<file path="src/design/assert_macros.svh">
// Assertion helpers used by the top-level design file.
`ifndef ASSERT_MACROS_SVH
`define ASSERT_MACROS_SVH

// Same-cycle implication, checked outside reset.
`define ASSERT_NOW(label, clk, rst, ante, cons) \
  label: assert property (@(posedge clk) disable iff (rst) (ante) |-> (cons)) \
    else $error("same-cycle check failed");

// Next-cycle implication, checked outside reset.
`define ASSERT_NEXT(label, clk, rst, ante, cons) \
  label: assert property (@(posedge clk) disable iff (rst) (ante) |=> (cons)) \
    else $error("next-cycle check failed");

`endif

</file>
<file path="src/design/adpnd_pkg.sv">
package adpnd_pkg;

  localparam logic        REQ_READ  = 1'b0;
  localparam logic        REQ_WRITE = 1'b1;

  localparam logic [15:0] PORT_CTRL   = 16'h00D6;
  localparam logic [15:0] PORT_SAMPLE = 16'h00D8;
  localparam logic [15:0] PORT_OUT    = 16'h00D9;

  localparam logic [9:0]  ACC_RESET     = 10'h100;
  localparam logic [9:0]  ACC_CLIP_HIGH = 10'h300;
  localparam logic [9:0]  ACC_CLIP_LOW  = 10'h200;

  localparam logic [7:0]  READ_IDLE  = 8'hFF;
  localparam logic [7:0]  READ_ZERO  = 8'h00;

  // Step magnitude by step index and the low three bits of the code.
  // Bit 3 of the code selects the sign.
  localparam logic [7:0] STEP_MAG [16][8] = '{
    '{8'd0, 8'd0,  8'd1,  8'd2,  8'd3,  8'd5,   8'd7,   8'd10},
    '{8'd0, 8'd1,  8'd2,  8'd3,  8'd4,  8'd6,   8'd8,   8'd13},
    '{8'd0, 8'd1,  8'd2,  8'd4,  8'd5,  8'd7,   8'd10,  8'd15},
    '{8'd0, 8'd1,  8'd3,  8'd4,  8'd6,  8'd9,   8'd13,  8'd19},
    '{8'd0, 8'd2,  8'd3,  8'd5,  8'd8,  8'd11,  8'd15,  8'd23},
    '{8'd0, 8'd2,  8'd4,  8'd7,  8'd10, 8'd14,  8'd19,  8'd29},
    '{8'd0, 8'd3,  8'd5,  8'd8,  8'd12, 8'd16,  8'd22,  8'd33},
    '{8'd1, 8'd4,  8'd7,  8'd10, 8'd15, 8'd20,  8'd29,  8'd43},
    '{8'd1, 8'd4,  8'd8,  8'd13, 8'd18, 8'd25,  8'd35,  8'd53},
    '{8'd1, 8'd6,  8'd10, 8'd16, 8'd22, 8'd31,  8'd43,  8'd64},
    '{8'd2, 8'd7,  8'd12, 8'd19, 8'd27, 8'd37,  8'd51,  8'd76},
    '{8'd2, 8'd9,  8'd16, 8'd24, 8'd34, 8'd46,  8'd64,  8'd96},
    '{8'd3, 8'd11, 8'd19, 8'd29, 8'd41, 8'd57,  8'd79,  8'd117},
    '{8'd4, 8'd13, 8'd24, 8'd36, 8'd50, 8'd69,  8'd96,  8'd143},
    '{8'd4, 8'd16, 8'd29, 8'd44, 8'd62, 8'd85,  8'd118, 8'd175},
    '{8'd6, 8'd20, 8'd36, 8'd54, 8'd76, 8'd104, 8'd144, 8'd214}
  };

  localparam logic signed [2:0] INDEX_MOVE [8] = '{
    -3'sd1, -3'sd1, 3'sd0, 3'sd0, 3'sd1, 3'sd2, 3'sd2, 3'sd3
  };

  typedef struct packed {
    logic        req_type;
    logic [15:0] port_address;
    logic [7:0]  write_data;
  } req_t;

  typedef struct packed {
    logic       enabled;
    logic [9:0] accumulator;
    logic [3:0] step_index;
    logic       nibble_phase;
  } status_t;

endpackage

</file>
<file path="src/design/adpnd_if.sv">
interface adpnd_req_if;
  logic        valid;
  logic        ready;
  logic        req_type;
  logic [15:0] port_address;
  logic [7:0]  write_data;

  modport source(output valid, req_type, port_address, write_data, input ready);
  modport sink(input valid, req_type, port_address, write_data, output ready);
endinterface

interface adpnd_rsp_if;
  logic       valid;
  logic       ready;
  logic [7:0] read_data;

  modport source(output valid, read_data, input ready);
  modport sink(input valid, read_data, output ready);
endinterface

</file>
<file path="src/design/adpcm_nibble_decoder_port.sv">
// An accepted beat is held in the input register, and its result is then
// registered in the result register, from which the response side takes it.
// Throughput: one bus access per cycle while results are taken; the input
// and result registers let a new beat enter while a finished result waits.
// Reset (rst, synchronous, active high) empties both registers, disables
// the decoder and returns the accumulator to 0x100, step index and phase to 0.
`include "assert_macros.svh"

module adpcm_nibble_decoder_port
  import adpnd_pkg::*;
(
  input  logic         clk,
  input  logic         rst,
  adpnd_req_if.sink    req,
  adpnd_rsp_if.source  rsp
);

  req_t       s1_item;
  logic       s1_fire;
  logic [7:0] result;
  status_t    status;
  logic       write_fire;
  logic       decoder_clear;

  adpnd_port u_port (
    .clk     (clk),
    .rst     (rst),
    .req     (req),
    .rsp     (rsp),
    .s1_item (s1_item),
    .s1_fire (s1_fire),
    .result  (result)
  );

  adpnd_core u_core (
    .clk       (clk),
    .rst       (rst),
    .advance   (s1_fire),
    .item      (s1_item),
    .read_data (result),
    .status    (status)
  );

  assign write_fire    = s1_fire && (s1_item.req_type == REQ_WRITE);
  assign decoder_clear = (status.accumulator == ACC_RESET) && (status.step_index == 4'd0)
                         && !status.nibble_phase;

  `ASSERT_NEXT(a_write_reads_zero, clk, rst, write_fire, rsp.read_data == READ_ZERO)
  `ASSERT_NEXT(a_fire_gives_result, clk, rst, s1_fire, rsp.valid)
  `ASSERT_NOW(a_disabled_is_clear, clk, rst, !status.enabled, decoder_clear)
  `ASSERT_NOW(a_room_means_ready, clk, rst, !rsp.valid, req.ready)

endmodule

</file>
<file path="src/design/adpnd_core.sv">
module adpnd_core
  import adpnd_pkg::*;
(
  input  logic       clk,
  input  logic       rst,
  input  logic       advance,
  input  req_t       item,
  output logic [7:0] read_data,
  output status_t    status
);

  logic       enabled;
  logic [6:0] period_value;
  logic [9:0] accumulator;
  logic [3:0] step_index;
  logic       nibble_phase;

  logic       is_write;
  logic       hit_ctrl;
  logic       hit_sample;
  logic       hit_out;
  logic [3:0] nibble;
  logic [7:0] mag;
  logic [9:0] delta;
  logic [9:0] accumulator_next;
  logic [2:0] move;
  logic [5:0] index_sum;
  logic [3:0] step_index_next;

  assign is_write   = (item.req_type == REQ_WRITE);
  assign hit_ctrl   = (item.port_address == PORT_CTRL);
  assign hit_sample = (item.port_address == PORT_SAMPLE);
  assign hit_out    = (item.port_address == PORT_OUT);

  assign nibble = nibble_phase ? item.write_data[3:0] : item.write_data[7:4];
  assign mag    = STEP_MAG[step_index][nibble[2:0]];
  assign delta  = {2'b00, mag};
  assign accumulator_next = nibble[3] ? (accumulator - delta) : (accumulator + delta);

  assign move      = INDEX_MOVE[nibble[2:0]];
  assign index_sum = {2'b00, step_index} + {{3{move[2]}}, move};

  // Bit 5 flags a result below zero, bit 4 one above fifteen.
  always_comb begin
    priority if (index_sum[5]) begin
      step_index_next = 4'd0;
    end else if (index_sum[4]) begin
      step_index_next = 4'd15;
    end else begin
      step_index_next = index_sum[3:0];
    end
  end

  always_comb begin
    if (is_write) begin
      read_data = READ_ZERO;
    end else if (hit_ctrl) begin
      read_data = {enabled, period_value};
    end else if (hit_out) begin
      priority if (accumulator >= ACC_CLIP_HIGH) begin
        read_data = READ_ZERO;
      end else if (accumulator >= ACC_CLIP_LOW) begin
        read_data = READ_IDLE;
      end else begin
        read_data = accumulator[8:1];
      end
    end else begin
      read_data = READ_IDLE;
    end
  end

  always_ff @(posedge clk) begin
    if (rst) begin
      enabled      <= 1'b0;
      period_value <= 7'd0;
      accumulator  <= ACC_RESET;
      step_index   <= 4'd0;
      nibble_phase <= 1'b0;
    end else if (advance && is_write) begin
      if (hit_ctrl) begin
        enabled      <= item.write_data[7];
        period_value <= item.write_data[6:0];
        if (!item.write_data[7]) begin
          accumulator  <= ACC_RESET;
          step_index   <= 4'd0;
          nibble_phase <= 1'b0;
        end
      end else if (hit_sample && enabled) begin
        accumulator  <= accumulator_next;
        step_index   <= step_index_next;
        nibble_phase <= ~nibble_phase;
      end
    end
  end

  assign status = '{
    enabled:      enabled,
    accumulator:  accumulator,
    step_index:   step_index,
    nibble_phase: nibble_phase
  };

endmodule

</file>
<file path="src/design/adpnd_port.sv">
module adpnd_port
  import adpnd_pkg::*;
(
  input  logic         clk,
  input  logic         rst,
  adpnd_req_if.sink    req,
  adpnd_rsp_if.source  rsp,
  output req_t         s1_item,
  output logic         s1_fire,
  input  logic [7:0]   result
);

  logic s1_valid;
  logic out_valid;
  logic [7:0] out_data;

  // The held beat moves on whenever the result register is empty or draining.
  assign s1_fire   = s1_valid && (!out_valid || rsp.ready);
  assign req.ready = !s1_valid || s1_fire;

  always_ff @(posedge clk) begin
    if (rst) begin
      s1_valid  <= 1'b0;
      out_valid <= 1'b0;
    end else begin
      if (req.ready) begin
        s1_valid <= req.valid;
      end
      if (s1_fire) begin
        out_valid <= 1'b1;
      end else if (rsp.ready) begin
        out_valid <= 1'b0;
      end
    end
  end

  always_ff @(posedge clk) begin
    if (req.ready && req.valid) begin
      s1_item <= '{
        req_type:     req.req_type,
        port_address: req.port_address,
        write_data:   req.write_data
      };
    end
    if (s1_fire) begin
      out_data <= result;
    end
  end

  assign rsp.valid     = out_valid;
  assign rsp.read_data = out_data;

endmodule
</file>
<file path="src/flat_wrapper.sv">
// flat-port wrapper written by rule: the top's interface ports become plain ports
module adpcm_nibble_decoder_port_flat import adpnd_pkg::*;
  (clk, rst, req_valid, req_req_type, req_port_address, req_write_data, req_ready, rsp_valid, rsp_read_data, rsp_ready);
  adpnd_req_if req_i ();
  adpnd_rsp_if rsp_i ();
  input  logic clk;
  input  logic rst;
  input wire logic [$bits(req_i.valid)-1:0] req_valid;
  input wire logic [$bits(req_i.req_type)-1:0] req_req_type;
  input wire logic [$bits(req_i.port_address)-1:0] req_port_address;
  input wire logic [$bits(req_i.write_data)-1:0] req_write_data;
  output wire logic [$bits(req_i.ready)-1:0] req_ready;
  output wire logic [$bits(rsp_i.valid)-1:0] rsp_valid;
  output wire logic [$bits(rsp_i.read_data)-1:0] rsp_read_data;
  input wire logic [$bits(rsp_i.ready)-1:0] rsp_ready;
  assign req_i.valid = req_valid;
  assign req_i.req_type = req_req_type;
  assign req_i.port_address = req_port_address;
  assign req_i.write_data = req_write_data;
  assign req_ready = req_i.ready;
  assign rsp_valid = rsp_i.valid;
  assign rsp_read_data = rsp_i.read_data;
  assign rsp_i.ready = rsp_ready;
  adpcm_nibble_decoder_port u_core (.clk(clk), .rst(rst), .req(req_i), .rsp(rsp_i));
endmodule
</file>
<file path="config.mk">
export PLATFORM = sky130hd
export DESIGN_NAME = adpcm_nibble_decoder_port_flat
export DESIGN_NICKNAME = d
export VERILOG_FILES = /design/src/design/adpnd_pkg.sv /design/src/design/adpnd_if.sv /design/src/design/adpcm_nibble_decoder_port.sv /design/src/design/adpnd_core.sv /design/src/design/adpnd_port.sv /design/src/flat_wrapper.sv
export VERILOG_INCLUDE_DIRS = /design/src /design/src/design
export SDC_FILE = /design/constraint.sdc
export NUM_CORES = 1
export LEC_CHECK = 0
export ABC_AREA = 1
export BUFFER_PORTS_ARGS = -buffer_cell sky130_fd_sc_hd__buf_2
export CORE_MARGIN = 2
export CORE_UTILIZATION = 45
export CTS_CLUSTER_SIZE = 12
export DETAILED_ROUTE_END_ITERATION = 7
export SYNTH_ARGS = -nofsm -noshare
export SYNTH_HDL_FRONTEND = slang
export SYNTH_HIERARCHICAL = 1
export SYNTH_SLANG_ARGS = --single-unit
export TNS_END_PERCENT = 5
</file>
<file path="constraint.sdc">
create_clock -name clk -period 5.1 [get_ports clk]
set_input_delay 0.255 -clock clk [delete_from_list [all_inputs] [get_ports clk]]
set_output_delay 0.255 -clock clk [all_outputs]
set_load 0.1 [all_outputs]
</file>
==> results.md, run 1 <==
- GRT Util Overall: 0.2186
- GR Util met1: 0.2962
- Resize count post-CTS: 0
- Fraction of the cycle the final worst path needs: 0.8840
- Final-report hold violation count: 0
- Post-route ant nets: 0
- Syn_area_per_cell: 7.290 sq um
- Critical path peak fanout: 11
- Status: finished, final reports clean
- WL/cell: 14.65 um
- Ys Warns: 6
- Die Wd: 100.7 um
- Maximum VDD drop: 0.1289 mV
- Initial Utilization: 0.4596
- Worst path slowest cell: dfxtp_1
- Switching share of power: 0.2677
- Antenna cells: 0
- CP Class: reg2reg
- Grt met3 use: 0.04785
- Syn-to-layout area delta: 11.78%
- Sw Pwr: 0.0003184 W
- Clock network power share: 0.429
- Gate power share: 0.136
- Height of the die: 100.7 um
- Die area: 10140 sq um
- Post-DP HPWL: 8124 um
- Via-to-Cell Ratio: 5.417
- DRT Pass-1 Iters: 5
- Worst Max-Slew Pin Slew: 0.9235 ns
- Clk pin slew, worst setup/hold paths: 0.08 ns
- Max Clk Rate: 221.8 MHz
- Max_slew headroom: 0.3836
- Global-route wire length before repair: 17510 um
- H-tree Lvls: 3
- Nets: 667
- RSZ-0062 raised after global routing: false
- Cts bufs inserted: 9
- Final Slew Violations: 0
- # rows: 35
- GP Congestion: 1.014
- LEAKAGE: 2.154 nW
- Busiest grt layer: met2
- Most used cell, CP: nand2_1
- DRT Wirelength: 10650 um
- Clk Latency, worst-skew pair: 0.34 ns
- CP peak stage delay: 0.58 ns
- DR vias: 3938
- PnR Total Power: 0.001190 W
- Core region area: 9153 sq um
- Synthesized netlist cell count: 577
- Clock sink total: 58
- Worst Path Arrival: 4.72 ns
- # fillers: 911
- Post-CTS setup buffers: 0
- Initial DRC count: 198
- Layout cells sized above 1: 0.1429
- Mapped Nets: 633
- Post-route DRC: 0
- Clock Skews: 0.01478 ns
- Port bufs: 38
- Critical path data required time: 5.32 ns
- Non-filler cells in the finished layout: 727
- Netlist Area Pre-Place: 4207 sq um
- Kind of start point of the critical path: register
- Clock tree from TritonCTS: yes
- WHS: 0.08401 ns
- Clock Path Buffers: 2
- Min cycle time layout: 4.508 ns
- Sequential Power Share: 0.435
- Max Cap Viol: 0
- I/O pin count: 39
- Power density over cell area: 253.0 nW/um^2
- Post-Layout Inst Area: 4702 sq um
- Met2 Usage GRT: 0.3426
- DP Cell Count: 711
- Worst hold path class: in2reg
- Pint: 0.0008711 W
- Largest net degree at the start of global routing: 26
- Final setup viols: 0
- Critical Path End Type: register
- Initial antenna violation count: 0
- Hold_buf cts: 0
- Vias in the first global route: 3587
- Overall overflow remaining after global route: 0
- Clk root buf: clkbuf_8
- Placed instance area: 4458 sq um
- TNS Setup: 0 ns
==> through the flow <==
stage,utilization,setup WS [ns]
floorplan,-,1.125
global placement,0.4871,0.8284
detailed placement,0.4871,0.6440
CTS,0.5137,0.6372
global route,0.5137,0.1660
finish,0.5137,0.5918
==> cells in the final DEF, fill, tap and decap left out, types with 2 or more instances in the layout <==
cell	count
a21oi_1	27
a21oi_2	2
a31oi_1	13
buf_2	38
buf_4	5
bufinv_16	2
clkbuf_8	9
clkinv_4	3
dfxtp_1	25
edfxtp_1	33
fa_1	2
ha_1	25
inv_1	60
inv_2	3
nand2_1	151
nand2_2	4
nand3_1	78
nand3_2	6
nand4_1	6
nor2_1	39
nor2_2	2
nor2_4	3
nor3_1	5
nor4_1	4
o211ai_1	5
o21ai_0	37
o21ai_1	2
o21ai_4	2
or2_2	5
xnor2_1	2
xor2_1	8
==> layout make-up <==
type | instances | area (sq um) | share of cell area
Clock buffer | 10 | 148.9 | 0.03167
Clock inverter | 6 | 95.09 | 0.02022
Inverter | 63 | 236.5 | 0.05029
Multi-Input combinational cell | 436 | 2364 | 0.5027
Sequential cell | 58 | 1491 | 0.3172
Tap cell | 111 | 138.9 | 0.02954
Timing Repair Buffer | 43 | 227.7 | 0.04843
==> worst max-delay path, delay by kind of cell, from the launching register on <==
family	cells	cell delay (ns)
xor gates and xnor gates	1	0.15
and+or+nand+nor	18	2.00
adders and majority gates	3	0.92
buffers and inverters	4	0.39
AOI/OAI and AO/OA	4	0.38
DFF	1	0.58
==> registers in the layout, indices dropped and copies added, names as in the netlist <==
register and cells:
u_core/u_core/nibble_phase 1, u_core/u_core/accumulator 10, u_core/u_port/rsp.valid 1, u_core/u_core/enabled 1
u_core/u_port/rsp.read_data 8, u_core/u_port/s1_valid 1, u_core/u_core/period_value 7, u_core/u_port/s1_item 25
u_core/u_core/step_index 4
==> per-layer routing <==
layer / wire length [um] / part of all wire
met1: 4919 / 0.46
met2: 4988 / 0.47
met3: 526 / 0.049
met4: 220 / 0.021
met5: 0 / 0
==> power by group through the flow <==
stage          Combinational (W)  Sequential [W]  Clock [W]
2_1_floorplan           0.000101        0.000551          0
5_1_grt                 0.000181        0.000519   0.000544
6_report                0.000162        0.000517   0.000510
3_5_place_dp            0.000161        0.000528          0
3_3_place_gp            0.000159        0.000528          0
4_1_cts                 0.000162        0.000518   0.000524
==> worst paths after layout <==
path	from	to	slack [ns]	depth (start not counted)
hold reg to reg	u_core/u_core/accumulator[0]	u_core/u_core/accumulator[0]	0.49	2
setup reg to reg	u_core/u_core/step_index[1]	u_core/u_core/accumulator[8]	0.59	30
hold / removal	req_port_address[0]	u_core/u_port/s1_item[8]	0.08	1
setup / recovery	u_core/u_core/step_index[1]	u_core/u_core/accumulator[8]	0.59	30
(Power assumes the default switching activity.)
==> inputs of run 2 (changes only) <==
--- a/config.mk
+++ b/config.mk
@@ -7,11 +7,12 @@
 export NUM_CORES = 1
 export LEC_CHECK = 0
 export ABC_AREA = 1
-export BUFFER_PORTS_ARGS = -buffer_cell sky130_fd_sc_hd__buf_2
 export CORE_MARGIN = 2
-export CORE_UTILIZATION = 45
+export CORE_UTILIZATION = 51
 export CTS_CLUSTER_SIZE = 12
 export DETAILED_ROUTE_END_ITERATION = 7
+export DONT_BUFFER_PORTS = 1
+export PLACE_DENSITY = 0.66
 export SYNTH_ARGS = -nofsm -noshare
 export SYNTH_HDL_FRONTEND = slang
 export SYNTH_HIERARCHICAL = 1
==> constraint.sdc (replaced) <==
create_clock -name clk -period 5.1 [get_ports clk]
set_input_delay 0.255 -clock clk [delete_from_list [all_inputs] [get_ports clk]]
set_output_delay 0.255 -clock clk [all_outputs]
set_load 0.05 [all_outputs]
==> run 2 against run 1 <==
Against the previous run: design area increased by 0.27%; first-iteration DRC count increased by 11%; combinational power decreased by 13%; critical path depth unchanged; sequential share of layout area decreased by 0.084 points; core utilization increased by 6.9 points; clock skew decreased by 0.011 ns; via count increased by 0.63%; sequential power increased by 3%; fmax decreased by 1.0%; final cell count decreased by 2.8%.
==> results.md, run 2 (synthesized netlist as in run 1, its figures left out) <==
- Initial Utilization: 0.5198
- Hold EP: u_core/u_port/s1_valid
- Critical path data required time: 5.30 ns
- Most flops, register: u_core/u_port/s1_item
- Worst Max-Slew Pin Slew: 1.271 ns
- Critical Path End Type: register
- Gate power share: 0.125
- Power density over cell area: 238.9 nW/um^2
- Clock network power share: 0.405
- Clock Path Buffers: 2
- H-tree Lvls: 3
- RSZ-0062 raised after global routing: false
- # fillers: 785
- Worst path slowest cell: dfxtp_1
- DR vias: 3963
- Post-route DRC: 0
- Most used cell, CP: nand2_1
- Post-route ant nets: 0
- Critical path peak fanout: 11
- Switching share of power: 0.2556
- # rows: 33
- Post-Layout Inst Area: 4715 sq um
- Worst Reg2Reg Path Length in Cells: 30
- Syn-to-layout area delta: 12.08%
- Clock tree from TritonCTS: yes
- Height of the die: 94.82 um
- Maximum VDD drop: 0.1925 mV
- Clock Skews: 0.004194 ns
- Pint: 0.0008385 W
- Clk Latency, worst-skew pair: 0.34 ns
- Sw Pwr: 0.0002879 W
- Final-report hold violation count: 0
- Vias in the first global route: 3425
- Clk root buf: clkbuf_8
- Nets: 653
- Via-to-Cell Ratio: 5.605
- Min cycle time layout: 4.556 ns
- Final Slew Violations: 0
- Most frequent cells in the layout: 151 x nand2_1, 78 x nand3_1, 60 x inv_1
- Max_slew headroom: 0.1464
- CP Class: reg2reg
- Worst R2R Setup Slack: 0.54 ns
- I/O pin count: 39
- Clock sink total: 58
- Final setup viols: 0
- Min-delay src: req_valid
- Commonest non-fill, non-tap cell in the layout: nand2_1
- GP Congestion: 0.9165
- Initial DRC count: 219
- Status: finished, final reports clean
- Clk pin slew, worst setup/hold paths: 0.07 ns
- Worst Path Arrival: 4.76 ns
- Post-CTS setup buffers: 0
- Global-route wire length before repair: 16520 um
- Setup crit start: u_core/u_core/step_index[1]
- Core region area: 8093 sq um
- R2R Path End: u_core/u_core/accumulator[8]
- Kind of start point of the critical path: register
- Worst r2r src: u_core/u_core/step_index[1]
- Fraction of the cycle the final worst path needs: 0.8933
- Max reg flops: 25
- TNS Setup: 0 ns
- Post-DP HPWL: 7787 um
- Overall overflow remaining after global route: 0
- LEAKAGE: 2.085 nW
- Layout cells sized above 1: 0.07641
- Antenna cells: 0
- Die area: 8991 sq um
- Hold_buf cts: 1
- Max Cap Viol: 0
- Max Clk Rate: 219.5 MHz
- Largest net degree at the start of global routing: 26
- WHS Path Cells: 2
- WL/cell: 14.89 um
- Sequential Power Share: 0.470
- Worst hold path class: in2reg
- Placed instance area: 4245 sq um
- Initial antenna violation count: 0
- Port bufs: 0
- GRT Util Overall: 0.2375
- Die Wd: 94.82 um
- Resize count post-CTS: 0
- CP peak stage delay: 0.57 ns
- DRT Wirelength: 10530 um
- DRT Pass-1 Iters: 5
- Cts bufs inserted: 9
[run 2: cell types whose count changed in the layout (fill, tap and decap cells not counted)]
cell and change:
inv_6 -1, dlygate4sd3_1 +26, clkbuf_1 +1, clkinvlp_4 +1, buf_4 -2, clkinv_2 +2
clkinv_4 -3, clkinv_1 +1, clkbuf_16 -1, buf_2 -38
[run 2: per-stage QoR]
stage          hold WS [ns]  setup slack (ns)  cells  power (W)  utilization
4_1_cts            0.001947            0.6021    682   0.001119       0.5516
3_3_place_gp         0.3197            0.8529    665  0.0006579       0.5246
2_1_floorplan        0.3174             1.125    577  0.0006386            -
6_report            0.06286            0.5442    707   0.001126       0.5826
5_1_grt             0.06626            0.1556    707   0.001176       0.5826
3_5_place_dp         0.3211            0.5931    665  0.0006615       0.5246
[run 2: worst max-delay path by stage]
stage	endpoint	slack (ns)
floorplan	u_core/u_core/accumulator[8]	1.12
global placement	u_core/u_core/accumulator[8]	0.85
detailed placement	u_core/u_core/accumulator[8]	0.59
CTS	u_core/u_core/accumulator[8]	0.60
global route	u_core/u_core/accumulator[8]	0.16
finish	u_core/u_core/accumulator[8]	0.54
[run 2: layer usage]
metal	wire length [um]	share of wire	global-route usage	up-vias
met3	576	0.055	0.04469	32
met1	4631	0.44	0.3088	1804
met2	4938	0.47	0.3735	146
met4	383	0.036	0.1268	0
li1	-	-	-	1981
met5	0	0	0	-
[run 2: area by class of cell]
cell class / count / area [sq um] / area share
Timing Repair Buffer: 29 / 282.8 / 0.05998
Tap cell: 105 / 131.4 / 0.02787
Clock inverter: 6 / 81.33 / 0.01725
Inverter: 63 / 236.5 / 0.05016
Clock buffer: 10 / 127.6 / 0.02707
Multi-Input combinational cell: 436 / 2364 / 0.5013
Sequential cell: 58 / 1491 / 0.3163
[run 2: power by group through the flow]
| stage | logic [W] | clock network [W] | registers (W) |
|---|---|---|---|
| 2_1_floorplan | 0.000100 | 0 | 0.000538 |
| 3_3_place_gp | 0.000118 | 0 | 0.000540 |
| 3_5_place_dp | 0.000121 | 0 | 0.000540 |
| 4_1_cts | 0.000124 | 0.000465 | 0.000530 |
| 5_1_grt | 0.000159 | 0.000485 | 0.000532 |
| 6_report | 0.000141 | 0.000456 | 0.000530 |
[run 2: critical path, delay by kind of cell, from the launching register on]
kind	cells	cell delay, ns
adders and majority gates	3	0.94
buffers and inverters	4	0.39
and+or+nand+nor	18	1.99
xor gates and xnor gates	1	0.15
AOI/OAI and AO/OA	4	0.40
DFF	1	0.57
==> inputs of run 3 (changes only) <==
--- a/config.mk
+++ b/config.mk
@@ -12,9 +12,10 @@
 export CTS_CLUSTER_SIZE = 12
 export DETAILED_ROUTE_END_ITERATION = 7
 export DONT_BUFFER_PORTS = 1
+export MAX_ROUTING_LAYER = met4
 export PLACE_DENSITY = 0.66
 export SYNTH_ARGS = -nofsm -noshare
 export SYNTH_HDL_FRONTEND = slang
 export SYNTH_HIERARCHICAL = 1
 export SYNTH_SLANG_ARGS = --single-unit
-export TNS_END_PERCENT = 5
+export TNS_END_PERCENT = 100
==> run 3 against run 2 <==
Against the previous run: fmax grew 2.2%; highest routed layer unchanged; global-route usage increased by 1.7 points; via count is 2.2% lower; non-clock buffer count shrank 8; critical path depth is the same; hold slack lost 0.045 ns; register-to-register slack better by 0.098 ns; largest cell class unchanged.
==> results.md, run 3 (synthesized netlist as in run 1, its figures left out) <==
- Post-DP HPWL: 7897 um
- Clk pin slew, worst setup/hold paths: 0.07 ns
- Most frequent cells in the layout: 151 x nand2_1, 78 x nand3_1, 60 x inv_1
- GRT Util Overall: 0.2545
- Largest net degree at the start of global routing: 26
- Worst hold path class: in2reg
- Syn-to-layout area delta: 9.726%
- Critical path data required time: 5.31 ns
- Max_slew headroom: 0.1526
- LEAKAGE: 2.042 nW
- Power density over cell area: 230.8 nW/um^2
- Core region area: 8093 sq um
- Hold EP: u_core/u_port/s1_item[14]
- Clock Skews: 0.01299 ns
- Initial antenna violation count: 0
- Worst Reg2Reg Path Length in Cells: 30
- # fillers: 784
- Status: finished, final reports clean
- Via-to-Cell Ratio: 5.546
- Max Clk Rate: 224.4 MHz
- Initial DRC count: 174
- Worst R2R Setup Slack: 0.64 ns
- Clock sink total: 58
- R2R Path End: u_core/u_core/accumulator[8]
- WHS Path Cells: 0
- Cts bufs inserted: 9
- Clk Latency, worst-skew pair: 0.34 ns
- Max Cap Viol: 0
- GP Congestion: 0.9905
- DR vias: 3877
- Most used cell, CP: nand2_1
- Kind of start point of the critical path: register
- Final-report hold violation count: 0
- WL/cell: 15.17 um
- CP peak stage delay: 0.57 ns
- # rows: 33
- Post-route DRC: 0
- Max reg flops: 25
- Port bufs: 0
- Final setup viols: 0
- Commonest non-fill, non-tap cell in the layout: nand2_1
- Worst Max-Slew Pin Slew: 1.261 ns
- Clock tree from TritonCTS: yes
- Height of the die: 94.82 um
- H-tree Lvls: 3
- Family with the most delay on the worst path: simple AND/OR/NAND/NOR gates
- RSZ-0062 raised after global routing: false
- DRT Wirelength: 10600 um
- Overall overflow remaining after global route: 0
- CP Class: reg2reg
- PnR Total Power: 0.001065 W
- Most flops, register: u_core/u_port/s1_item
- Final Slew Violations: 0
- Resize count post-CTS: 0
- Min cycle time layout: 4.457 ns
- Worst r2r src: u_core/u_core/step_index[1]
- Clk root buf: clkbuf_8
- Post-route ant nets: 0
- Nets: 645
- DRT Pass-1 Iters: 5
- WHS: 0.01773 ns
- Antenna cells: 0
- Worst Path Arrival: 4.67 ns
- Maximum VDD drop: 0.1552 mV
- Vias in the first global route: 3508
- Fraction of the cycle the final worst path needs: 0.8740
- Critical path peak fanout: 11
- Global-route wire length before repair: 17130 um
- Post-CTS setup buffers: 0
- I/O pin count: 39
- Critical Path End Type: register
- Clock Path Buffers: 2
- Layout cells sized above 1: 0.08081
- Min-delay src: req_port_address[6]
- Die area: 8991 sq um
- Hold_buf cts: 18
- Worst path slowest cell: dfxtp_1
- Die Wd: 94.82 um
- TNS Setup: 0 ns
- Initial Utilization: 0.5198
- Bufs and invs on worst path: 4
-- run 3: cell count changes in the layout (fill, tap and decap cells not counted), sizes merged --
cell and change:
bufinv -2, clkbuf +2, clkinv -1, clkinvlp +1, dlygate4sd3 -8
-- run 3: power by group --
group          leakage (nW)  switching [W]  internal, W  total (W)
Clock                0.0944       0.000186     0.000214   0.000400
Combinational          1.43      0.0000852    0.0000501   0.000135
Sequential            0.521      0.0000172     0.000513   0.000530
-- run 3: metal layers --
layer / vias up / GRT usage / wire (um)
met5: - / - / 0
met4: 0 / 0.1208 / 320
met3: 24 / 0.04709 / 566
met2: 137 / 0.3853 / 4978
met1: 1746 / 0.3288 / 4737
li1: 1970 / - / -
-- run 3: worst reg2reg max path: cells and delay by family, from the launching register on --
family / cells / cell delay, ns
AOI/OAI and AO/OA: 4 / 0.38
buffers and inverters: 4 / 0.36
xor gates and xnor gates: 1 / 0.15
and+or+nand+nor: 18 / 1.95
adders and majority gates: 3 / 0.90
DFF: 1 / 0.57
-- run 3: worst max-delay path by stage --
stage                           startpoint  slack, ns                      endpoint  depth (start not counted)
5_1_grt        u_core/u_core/step_index[1]       0.16  u_core/u_core/accumulator[8]                         30
3_5_place_dp   u_core/u_core/step_index[1]       0.70  u_core/u_core/accumulator[8]                         30
6_report       u_core/u_core/step_index[1]       0.64  u_core/u_core/accumulator[8]                         30
3_3_place_gp   u_core/u_core/step_index[1]       0.83  u_core/u_core/accumulator[8]                         30
2_1_floorplan  u_core/u_core/step_index[1]       1.12  u_core/u_core/accumulator[8]                         30
4_1_cts        u_core/u_core/step_index[1]       0.68  u_core/u_core/accumulator[8]                         30
-- run 3: stage by stage --
stage / std cells / util / cell area [sq um] / setup WS [ns]
after global routing: 699 / 0.5703 / 4616 / 0.1561
after global placement: 665 / 0.5246 / 4245 / 0.8282
final: 699 / 0.5703 / 4616 / 0.6427
after floorplan: 577 / - / 4207 / 1.125
after CTS: 699 / 0.5703 / 4616 / 0.6821
after detailed placement: 665 / 0.5246 / 4245 / 0.6969
-- run 3: layout make-up --
type / count / area [sq um] / area share
Sequential cell: 58 / 1491 / 0.3231
Inverter: 63 / 236.5 / 0.05123
Multi-Input combinational cell: 436 / 2364 / 0.5121
Clock inverter: 4 / 25.02 / 0.005422
Clock buffer: 12 / 165.2 / 0.03578
Tap cell: 105 / 131.4 / 0.02846
Timing Repair Buffer: 21 / 202.7 / 0.04391
